$ cat config.mk
export PLATFORM = sky130hd
export DESIGN_NAME = etfi_ctrl
export DESIGN_NICKNAME = d
export VERILOG_FILES = /design/src/sv/escape_time_fractal_iterator_core_assert.svh /design/src/sv/etfi_pkg.sv /design/src/sv/etfi_ctrl.sv
export SDC_FILE = /design/constraint.sdc
export NUM_CORES = 1
export LEC_CHECK = 0
export BUFFER_PORTS_ARGS = -buffer_cell sky130_fd_sc_hd__buf_4
export CORE_AREA = 2 2 39 41
export DETAILED_ROUTE_END_ITERATION = 16
export DIE_AREA = 0 0 41 43
export MAX_ROUTING_LAYER = met4
export PLACE_DENSITY = 0.3
export SLEW_MARGIN = 20
export SYNTH_ARGS = -nofsm -noshare
export SYNTH_HDL_FRONTEND = slang
export SYNTH_SLANG_ARGS = --single-unit
$ cat constraint.sdc
create_clock -name clk -period 0.8 [get_ports clk]
set_input_delay 0 -clock clk [delete_from_list [all_inputs] [get_ports clk]]
set_output_delay 0 -clock clk [all_outputs]
set_load 0.02 [all_outputs]
$ cat src/sv/escape_time_fractal_iterator_core_assert.svh
// Assertion macros for the escape-time fractal iterator.
// Each macro samples on posedge clk and is disabled while rst_n is low.
`ifndef ESCAPE_TIME_FRACTAL_ITERATOR_CORE_ASSERT_SVH
`define ESCAPE_TIME_FRACTAL_ITERATOR_CORE_ASSERT_SVH

`ifndef SYNTHESIS

// Property holds at every sampled edge.
`define ETFI_ASSERT(label, prop, msg) \
    label: assert property (@(posedge clk) disable iff (!rst_n) (prop)) else $error(msg);

// Consequent holds in the cycle after the antecedent.
`define ETFI_ASSERT_NEXT(label, ante, cons, msg) \
    label: assert property (@(posedge clk) disable iff (!rst_n) (ante) |=> (cons)) \
        else $error(msg);

`else

`define ETFI_ASSERT(label, prop, msg)
`define ETFI_ASSERT_NEXT(label, ante, cons, msg)

`endif

`endif

$ cat src/sv/etfi_pkg.sv
package etfi_pkg;

    // Controller states
    typedef enum logic [1:0] {
        ST_IDLE,
        ST_MUL,
        ST_UPD,
        ST_HOLD
    } etfi_state_t;

    // Configuration register indexes
    typedef enum logic [1:0] {
        REG_MODE      = 2'd0,
        REG_LIMIT     = 2'd1,
        REG_CONST_RE  = 2'd2,
        REG_CONST_IM  = 2'd3
    } etfi_reg_idx_t;

    localparam int CFG_IDX_W = 2;

    // Fractal modes
    localparam logic MODE_MANDELBROT = 1'b0;
    localparam logic MODE_JULIA      = 1'b1;

    // Register reset values
    localparam int LIMIT_RESET    = 50;
    localparam int CONST_RE_RESET = -107374182;
    localparam int CONST_IM_RESET = 161061274;

    // Controller to datapath
    typedef struct packed {
        logic load;   // take a new point
        logic step;   // commit z = z*z + c, count up
        logic emit;   // copy the count into the output register
    } etfi_cmd_t;

    // Datapath to controller
    typedef struct packed {
        logic done;   // escaped or limit reached for the current z
    } etfi_status_t;

endpackage

$ cat src/sv/etfi_ctrl.sv
module etfi_ctrl
    import etfi_pkg::*;
(
    input  logic         clk,
    input  logic         rst_n,
    input  logic         s_tvalid,
    output logic         s_tready,
    output logic         m_tvalid,
    input  logic         m_tready,
    input  etfi_status_t stat,
    output etfi_cmd_t    cmd
);

    etfi_state_t state_reg, state_next;
    logic        out_valid_reg, out_valid_next;
    logic        slot_free;

    assign slot_free = !out_valid_reg || m_tready;
    assign m_tvalid  = out_valid_reg;

    always_ff @(posedge clk or negedge rst_n)
    begin
        if (!rst_n)
        begin
            state_reg     <= ST_IDLE;
            out_valid_reg <= 1'b0;
        end
        else
        begin
            state_reg     <= state_next;
            out_valid_reg <= out_valid_next;
        end
    end

    always_comb
    begin
        state_next     = state_reg;
        cmd            = '0;
        s_tready       = 1'b0;
        out_valid_next = out_valid_reg && !m_tready;

        unique case (state_reg)
            ST_IDLE:
            begin
                s_tready = 1'b1;
                if (s_tvalid)
                begin
                    cmd.load   = 1'b1;
                    state_next = ST_MUL;
                end
            end
            ST_MUL:
            begin
                state_next = ST_UPD;
            end
            ST_UPD:
            begin
                if (!stat.done)
                begin
                    cmd.step   = 1'b1;
                    state_next = ST_MUL;
                end
                else if (slot_free)
                begin
                    cmd.emit       = 1'b1;
                    out_valid_next = 1'b1;
                    state_next     = ST_IDLE;
                end
                else
                begin
                    state_next = ST_HOLD;
                end
            end
            ST_HOLD:
            begin
                // hold the finished count until the output register drains
                if (slot_free)
                begin
                    cmd.emit       = 1'b1;
                    out_valid_next = 1'b1;
                    state_next     = ST_IDLE;
                end
            end
        endcase
    end

endmodule

After elaboration in Yosys (flattened, before gate mapping)
Cells that the tools add are included.

storage, ports and cells
  flip-flop bits (word level) = 3
  input port bits = 5
  output and inout bits = 5
  word-level logic and storage cells = 29

operators by class
  equality and inequality tests = 5
  mux-type cells = 16
  reductions and logical operators = 6

operators with widths
  kind                count
  $mux 1              9
  $mux 2              4
  $pmux 2 s4          1
  $eq 2x2->1 const B  2
  $ne 2x2->1 const B  2
  $pmux 1 s2          2
  $eq 2x1->1 const B  1
  $logic_not 1->1     2
  $logic_not 2->1     1
  $reduce_and 2->1    1
  $logic_and 1x1->1   1
  $logic_or 1x1->1    1

Logic depth before layout (Yosys ltp)
Gate-level depths: netlist (run 1).

  depth in word-level cells = 5
  mapped depth = 3
  depth with buffers taken out = 3

Worst setup path after synthesis (run 1)
No wires, ideal clock.

  path kind = reg-to-output
  from = register state_reg[1]
  to = output cmd[2] (netlist name)
  arrival = 1.035 ns
  data required time = 0.800 ns
  slack = -0.235 ns
  stages on the path, launching flop included = 3
  path buffers = 0
  cells stage by stage = dfrtp_1 -> nor2_1 -> and2_1

RTL lines
  element                   line             RTL
  start: declaration        etfi_ctrl.sv:14  etfi_state_t state_reg, state_next;
  start signal: assignment  etfi_ctrl.sv:30  state_reg <= state_next;
  end: declaration          etfi_ctrl.sv:11  output etfi_cmd_t cmd

==> results of run 1 <==
==> synth_stat cells <==
master	n	share of area, %
dfrtp_1	3	49
a21oi_1	2	6.5
nand2_1	2	4.9
nor2_1	2	4.9
and2_1	1	4.1
inv_1	1	2.4
mux2i_1	1	6.5
nand2b_1	1	4.1
nor2b_1	1	4.1
nor3b_1	1	4.9
o21ai_0	1	3.2
o21ai_2	1	5.7
==> stage by stage <==
stage / hold WS [ns] / power [mW] / instance area (sq um)
global placement: -0.209 / 1.05 / 290
global route: 0.0683 / 1.73 / 392
CTS: 0.0573 / 1.54 / 368
detailed placement: -0.209 / 1.05 / 290
floorplan: -0.296 / 0.669 / 173
finish: 0.0624 / 1.62 / 392
==> per-layer routing <==
layer | global-route usage, % | up-vias
li1 | - | 96
met5 | - | -
met1 | 6.13 | 91
met2 | 12.2 | 5
met3 | 6.28 | 0
met4 | 2.00 | 0
==> kinds of logic (layout without fill, tap and decap cells) <==
family | count (synthesis) | in the layout | synth area share, %
DFF | 3 | 3 | 48.8
muxes | 1 | 1 | 6.50
buffers and inverters | 1 | 21 | 2.44
and+or+nand+nor | 8 | 8 | 26.8
AOI/OAI and AO/OA | 4 | 4 | 15.4
==> area by class of cell <==
type / instances / share of cell area [%]
multi-input combinational: 13 / 30.7
inverter: 1 / 0.958
tap: 16 / 5.11
sequential: 3 / 19.5
clock buffer: 4 / 6.71
timing repair buffer: 16 / 37.1
==> worst max-delay path, cell delays in order (launching register included) <==
cell and delay [ns]:
dfrtp_1 0.38, o21ai_0 0.18, buf_4 0.14, nor2_2 0.03, buf_4 0.15
==> placed cells by master, fill, tap and decap left out <==
| cell | n |
|---|---|
| a21oi_2 | 2 |
| and2_4 | 1 |
| buf_4 | 9 |
| buf_6 | 6 |
| clkbuf_1 | 1 |
| clkbuf_4 | 3 |
| dfrtp_1 | 2 |
| dfrtp_2 | 1 |
| dlygate4sd3_1 | 1 |
| inv_1 | 1 |
| mux2i_4 | 1 |
| nand2_1 | 2 |
| nand2b_1 | 1 |
| nor2_2 | 1 |
| nor2_4 | 1 |
| nor2b_4 | 1 |
| nor3b_2 | 1 |
| o21ai_0 | 1 |
| o21ai_2 | 1 |
==> power by group <==
group / internal (mW) / switching (mW) / total (mW)
logic: 0.603 / 0.460 / 1.06
clock network: 0.186 / 0.0711 / 0.258
registers: 0.233 / 0.0661 / 0.299
total: 1.02 / 0.597 / 1.62
==> what timing repair did <==
item	CTS	global route
pin swaps	1	1
resized for setup	7	5
buffers inserted	2	0
hold buffers	1	0
setup endpoints to repair	8	8
hold endpoints to repair	3	0
==> worst min-delay path by stage <==
stage                     slack (ns)            to  cells after the start
after floorplan                -0.30      m_tvalid                      0
after global placement         -0.21  state_reg[0]                      1
after detailed placement       -0.21  state_reg[0]                      1
after CTS                       0.06  state_reg[0]                      4
after global routing            0.07  state_reg[0]                      3
final                           0.06  state_reg[0]                      3
==> flow_results.org, run 1 <==
** Run status
- The flow ran to the end, but the final reports show violations.
- The final reports fail on setup timing.

** CTS
- The longest clock path from root to sink contains 2 buffers.
- The tree is rooted in a clkbuf_4.
- After clock tree synthesis, the clock-pin slew on the worst setup and hold paths is 0.03 ns.
- In this run the number of H-tree levels came out at 1.
- Clock buffer count from CTS :: 3
- TritonCTS built the clock tree.
- Clock Latency Late Sink :: 0.23 ns
- Clock net sink count :: 3

** Setup path
- For flop-to-flop paths, the worst setup slack is -0.13 ns.
- For the worst setup path, the data required time is approximately 0.80 ns.
- Launching point of the worst reg2reg path :: state_reg[0]
- The worst setup path is captured at an output pin.
- Critical setup path kind :: register to output pin
- Reg-to-Reg End :: state_reg[0]
- Critical path peak fanout :: 2
- End point of the critical path :: cmd[0]
- The worst register-to-register path has a depth of 4.
- For the worst setup path, the data arrival time is 1.11 ns.
- The critical path starts at state_reg[0].
- Kind of launch point of the worst setup path :: register

** Detailed routing
- Detailed Route Iter0 Violations :: 1
- Count of TritonRoute iterations in the first routing pass :: 2
- WL per Instance :: 9.40 um
- Length of routed met2 wiring :: 315 um
- Routed metal-1 wirelength :: 157 um
- Number of remaining DRC errors :: 0
- Signal routing reaches up to met3.
- Summed over all nets, wire length on met3 after detailed routing comes to around 25 um.
- In this run the remaining antenna-violating nets after routing total 0.
- After detailed routing, the number of vias per cell comes to 3.62.
- Summed over all layers, the routed wires come to around 500 um.
- Via count :: 192

** Placement
- The number of placed instances, taps included, is 46.
- Port buffering added 9 buffers.
- DP Worst Slack :: -0.113 ns
- Routability-driven placement finished with a final weighted congestion of 0.570.

** Global route
- For this run the aggregate overflow at the end of global routing stands at 0.
- Initial antenna violation count :: 0
- Entering global routing, the biggest net connects 5 pins.
- For this run, the total global-route usage over all layers was measured as 7.52%.
- The first global-routing pass estimated 814 um of wire.
- Number of global-route vias before repair :: between 200 and 250

** Timing
- The smallest clock period supported by the final layout is computed as 1.11 ns.
- Total setup violations reported at the end of the flow :: 7
- In the post-route analysis, the smallest setup slack over all paths is -0.312 ns.
- Actual transition at the worst max-transition pin :: between 0.15 and 0.2 ns
- Setup repair after global routing could not meet its margin everywhere.
- On the final layout, the worst clock skew is around 0.00087 ns.
- Final total negative setup slack :: -1.36 ns
- Peak clock frequency supported by timing :: 0.900 GHz
- In this run the tightest slew margin relative to its limit is 88.6%.
- The hold violation count in the final report is 0.
- Ratio of final minimum period to clock period :: 139%
- Final max-slew violation count :: 0

** Layout
- The repair_antennas step left the layout with diodes totalling 0.
- Synthesis-to-layout area growth :: 154%
- Multi-input combinational cell area :: 120 sq um
- End-of-flow core utilization :: 28.3%
- Final cell count without fillers :: 53
- Layout cell share with drive strength beyond 1 :: around three quarters
- After the last flow step, the layout net total stands at 43.
- Register cell area after layout :: 76.3 sq um
- The filler cells instantiated in the layout total 152.
- The register with the most flip-flops in the layout has 2 of them.

** Power and ir drop
- In this run the power density over the cells is 4140 nW/um^2.
- In this run the static leakage power is 0.180 nW.
- Worst-case vdd ir drop :: 0.000813 V

** Synth
- Post-synthesis sequential area ratio :: 48.8%
- During synthesis, Yosys emitted a total of 0 warnings.
- Number of distinct standard cells referenced by the synthesized netlist :: 12
- Mean post-synth cell area :: 9.05 sq um
- Netlist area before placement :: 154 sq um
- After synthesis the netlist holds a flip-flop and latch count of 3.
- The cell count after synthesis came out at 17.
- Synth Net Count :: 22

** Floorplanning
- Starting utilization of the core area :: 11.1%
- The floorplan step set the die height to 43 um.
- Chip Width :: 41 um
- Placeable core region :: 1380 sq um
- Die Outline Area :: around 1800 sq um
- Boundary Pins :: 10
- Core Rows :: 14

** Run
- Reported max-cap violation count :: 0

** Min path
- Class of the tightest hold or removal check :: primary input to register
- Min-Delay Startpoint :: s_tvalid
Power figures use the tool's default switching activity.
==> run 2, diff against run 1 <==
--- a/config.mk
+++ b/config.mk
@@ -6,11 +6,13 @@
 export NUM_CORES = 1
 export LEC_CHECK = 0
 export BUFFER_PORTS_ARGS = -buffer_cell sky130_fd_sc_hd__buf_4
-export CORE_AREA = 2 2 39 41
+export CELL_PAD_IN_SITES_DETAIL_PLACEMENT = 0
+export CELL_PAD_IN_SITES_GLOBAL_PLACEMENT = 1
+export CORE_AREA = 10 10 47 49
 export DETAILED_ROUTE_END_ITERATION = 16
-export DIE_AREA = 0 0 41 43
+export DIE_AREA = 0 0 57 59
 export MAX_ROUTING_LAYER = met4
-export PLACE_DENSITY = 0.3
+export PLACE_DENSITY = 0.37
 export SLEW_MARGIN = 20
 export SYNTH_ARGS = -nofsm -noshare
 export SYNTH_HDL_FRONTEND = slang
==> run 2 against run 1 <==
The run still ends with setup timing left. Routed wire length rose by 18%. Via count down 2.6%. Critical path depth down 1. Die area up 91%. Global-route usage is 3.2 points lower. Sequential power increased by 24%. Sequential share of layout area increased by 1.8 points. Setup slack lost 0.00085 ns. Clock power grew 2%. Sequential cell count is the same. Total power decreased by 5.0%. Non-clock buffer count is 1 lower. Critical path type unchanged. Largest power group unchanged. Highest routed layer is now met4.
==> flow_results.org, run 2 (synthesis gave the netlist of run 1 again) <==
** Global route
- The initial antenna violation count was 0 (unchanged).
- The number of global-route vias before repair was 224 (was 211).
- Global-route congestion overflow total :: 0 (unchanged)
- Maximum number of pins on one net before global-route repair :: 8 (was 5)
- Global-route wire length before repair :: 966 um (was 814 um)
- The overall track demand over capacity in global routing was 4.31% (was 7.52%).

** Detailed routing
- Via count :: 187 (was 192)
- Remaining antenna violation count after routing :: 0 (unchanged)
- Detailed Route Iter0 Violations :: 3 (was 1)
- Via density :: 3.60 (was 3.62)
- WL per Instance :: 11.3 um (was 9.40 um)
- Met3 wirelength from detailed routing :: 53 um (was 25 um)
- The uppermost metal layer occupied by signal nets is met4 (was met3).
- Length of routed met2 wiring :: 237 um (was 315 um)
- The final wirelength is 587 um (was 498 um).
- Number of remaining DRC errors :: 0 (unchanged)
- Count of TritonRoute iterations in the first routing pass :: 2 (unchanged)
- Routed metal-1 wirelength :: 269 um (was 157 um)

** Layout
- Layout cell share with drive strength beyond 1 :: 77.8% (was 75.7%)
- The commonest non-fill, non-tap cell in the layout is buf_4 (unchanged).
- The post-route standard cell area excluding fillers is 370 sq um (was 392 sq um).
- Fill cells :: 158 (was 152)
- The number of nets in the layout is 42 (was 43).
- Highest-count cells in the layout ignoring fill and taps :: buf_4 (9), buf_6 (5), clkbuf_4 (3), dfrtp_2 (3) (was buf_4 (9), buf_6 (6), clkbuf_4 (3))
- Antenna cells :: 0 (unchanged)
- The final cell count without fillers was 52 (was 53).
- Synthesis-to-layout area growth :: 141% (was 154%)
- The flip-flop count of the largest register, all copies and words added is 2 (unchanged).

** Setup path
- Reg-to-Reg End :: state_reg[1] (was state_reg[0])
- The type of destination of the critical path was an output pin (unchanged).
- Critical path data required time :: 0.80 ns (about the same)
- The count of buffering cells on the critical path with inverters included is 2 (unchanged).
- The peak per-stage delay on the critical path was 0.44 ns (was 0.38 ns).
- Critical Path Slowest Stage Cell :: dfrtp_2 (was dfrtp_1)
- The family with the most delay on the worst path is flip-flops (unchanged).
- The minimum setup slack among reg-to-reg paths came to -0.18 ns (was -0.13 ns).
- The depth of the most critical reg-to-reg path was 4 (unchanged).
- The worst setup path startpoint is state_reg[0] (unchanged).
- Sequence of cells on the critical path :: buf_6, nor3b_2, buf_4 (was o21ai_0, buf_4, nor2_2, buf_4)
- Critical Path Stages :: 3 (was 4)
- The timing endpoint of the critical path was cmd[1] (was cmd[0]).
- The launching element type of the critical path is a register (unchanged).
- Critical path peak fanout :: 4 (was 2)
- The worst reg2reg path startpoint was state_reg[1] (was state_reg[0]).
- Critical setup path kind :: register to output pin (unchanged)
- The worst path arrival time came to 1.11 ns (about the same).

** Run
- The max-cap violation count is 0 (unchanged).

** Placement
- The instance area after placement is 275 sq um (was 290 sq um).
- Cell count after placement :: 44 (was 46)
- Port bufs :: 9 (unchanged)
- DPL Wire Length :: 472 um
- Placer congestion estimate :: 0.664 (was 0.570)

** Min path
- Class of the tightest hold or removal check :: primary input to register (unchanged)
- Min-Delay Startpoint :: m_tready (was s_tvalid)

** Power and ir drop
- Worst-case vdd ir drop :: 0.00124 V (was 0.000813 V)
- The cell leakage power is 0.172 nW (was 0.180 nW).
- Relative contribution of the clock network to total power :: 17.2% (was 15.9%)
- The net switching power came to 581 uW (was 597 uW).
- Overall power of the completed layout :: 1.54 mW (was 1.62 mW)
- The sequential share of power came to 24.1% (was 18.5%).
- Combinational share of power :: 58.7% (was 65.6%)
- Power per standard cell area :: 4150 nW/um^2 (was 4140 nW/um^2)
- The cell internal power dissipation is 957 uW (was 1.02 mW).
- Switching part of the total :: 37.8% (was 36.8%)

** Timing
- The max-slew violation count was 0 (unchanged).
- The worst-case setup margin in the final layout is -0.312 ns (about the same).
- The hold violation count in the final report is 0 (unchanged).
- Peak clock frequency supported by timing :: 0.899 GHz (was 0.900 GHz)
- Ratio of final minimum period to clock period :: 139% (about the same)
- The setup total negative slack came to -1.36 ns (about the same).
- Setup repair after global routing missed its margin :: yes (unchanged)
- Actual transition at the worst max-transition pin :: 0.167 ns (was 0.169 ns)
- The setup skew after layout is 0.00468 ns (was 0.000873 ns).
- Total setup violations reported at the end of the flow :: 7 (unchanged)
- The relative slew slack came to 88.5% (was 88.6%).
- The final critical-path required period came to 1.11 ns (about the same).

** CTS
- Clock buffer count from CTS :: 3 (unchanged)
- The clock insertion delay at the later pin of the skew report came to 0.23 ns (about the same).
- Clock net sink count :: 3 (unchanged)
- Clock Tree Root :: clkbuf_4 (unchanged)
- TritonCTS clock tree :: yes (unchanged)
- Number of buffers between clock root and the deepest sink :: 2 (unchanged)
- The clock-pin slew reported for the worst setup and hold paths after clock tree synthesis came to 0.04 ns (was 0.03 ns).
- The total number of H-tree levels was 1 (unchanged).

** Floorplanning
- The area inside the core boundary came to 1400 sq um (was 1380 sq um).
- The die width came to 57 um (was 41 um).
- The number of rows in the core area came to 14 (unchanged).
- The effective utilization at floorplan came to 11.0% (was 11.1%).
- Die Outline Area :: 3360 sq um (was 1760 sq um)
- The vertical die dimension is 59 um (was 43 um).
- The I/O pin count was 10 (unchanged).

** Run status
- Failing checks: setup timing (unchanged).
- Outcome: finished with violations (unchanged).
[run 2: layout make-up]
cell class                 count  area [sq um]  area share (%)
sequential                     3          78.8            21.3
multi-input combinational     13           108            29.1
clock buffer                   4          26.3            7.09
inverter                       1          3.75            1.01
tap                           16          20.0            5.41
timing repair buffer          15           134            36.1
[run 2: repair_timing]
| item | in CTS | in global routing |
|---|---|---|
| cloned | 0 | 0 |
| buffers inserted | 0 | 3 |
| hold buffers | 1 | 0 |
| resized for setup | 4 | 8 |
| pin swaps | 0 | 2 |
| endpoints found under the setup margin | 8 | 8 |
| endpoints found under the hold margin | 3 | 0 |
[run 2: layer usage]
metal | global-route usage, % | vias up
met3 | 2.79 | 2
li1 | - | 95
met1 | 4.05 | 80
met5 | - | -
met4 | 7.05 | 0
met2 | 4.50 | 10
[run 2: how the worst min path moves through the flow]
stage / to / cells after the start
after floorplan: m_tvalid / 0
after global placement: state_reg[0] / 1
after detailed placement: state_reg[0] / 1
after CTS: state_reg[0] / 4
after global routing: m_tvalid / 3
final: state_reg[0] / 4
[run 2: power by group through the flow]
stage / Combinational (mW) / Sequential, mW / Clock, mW
2_1_floorplan: 0.313 / 0.355 / 0
3_3_place_gp: 0.666 / 0.327 / 0
3_5_place_dp: 0.667 / 0.330 / 0
4_1_cts: 0.703 / 0.345 / 0.280
5_1_grt: 0.980 / 0.390 / 0.297
6_report: 0.904 / 0.370 / 0.264
[run 2: worst register-to-register path: cells and delay by family, from the launching register on]
kind,cells,cell delay (ns)
DFF,1,0.45
buffers and inverters,2,0.26
AOI/OAI and AO/OA,2,0.15
[run 2: metrics by stage]
stage | hold slack, ns | utilization, % | setup WS, ns
finish | 0.0625 | 26.4 | -0.312
global route | 0.0666 | 26.4 | -0.379
CTS | 0.0563 | 22.9 | -0.322
detailed placement | -0.204 | 19.6 | -0.136
global placement | -0.209 | 19.6 | -0.131
floorplan | -0.296 | - | -0.136
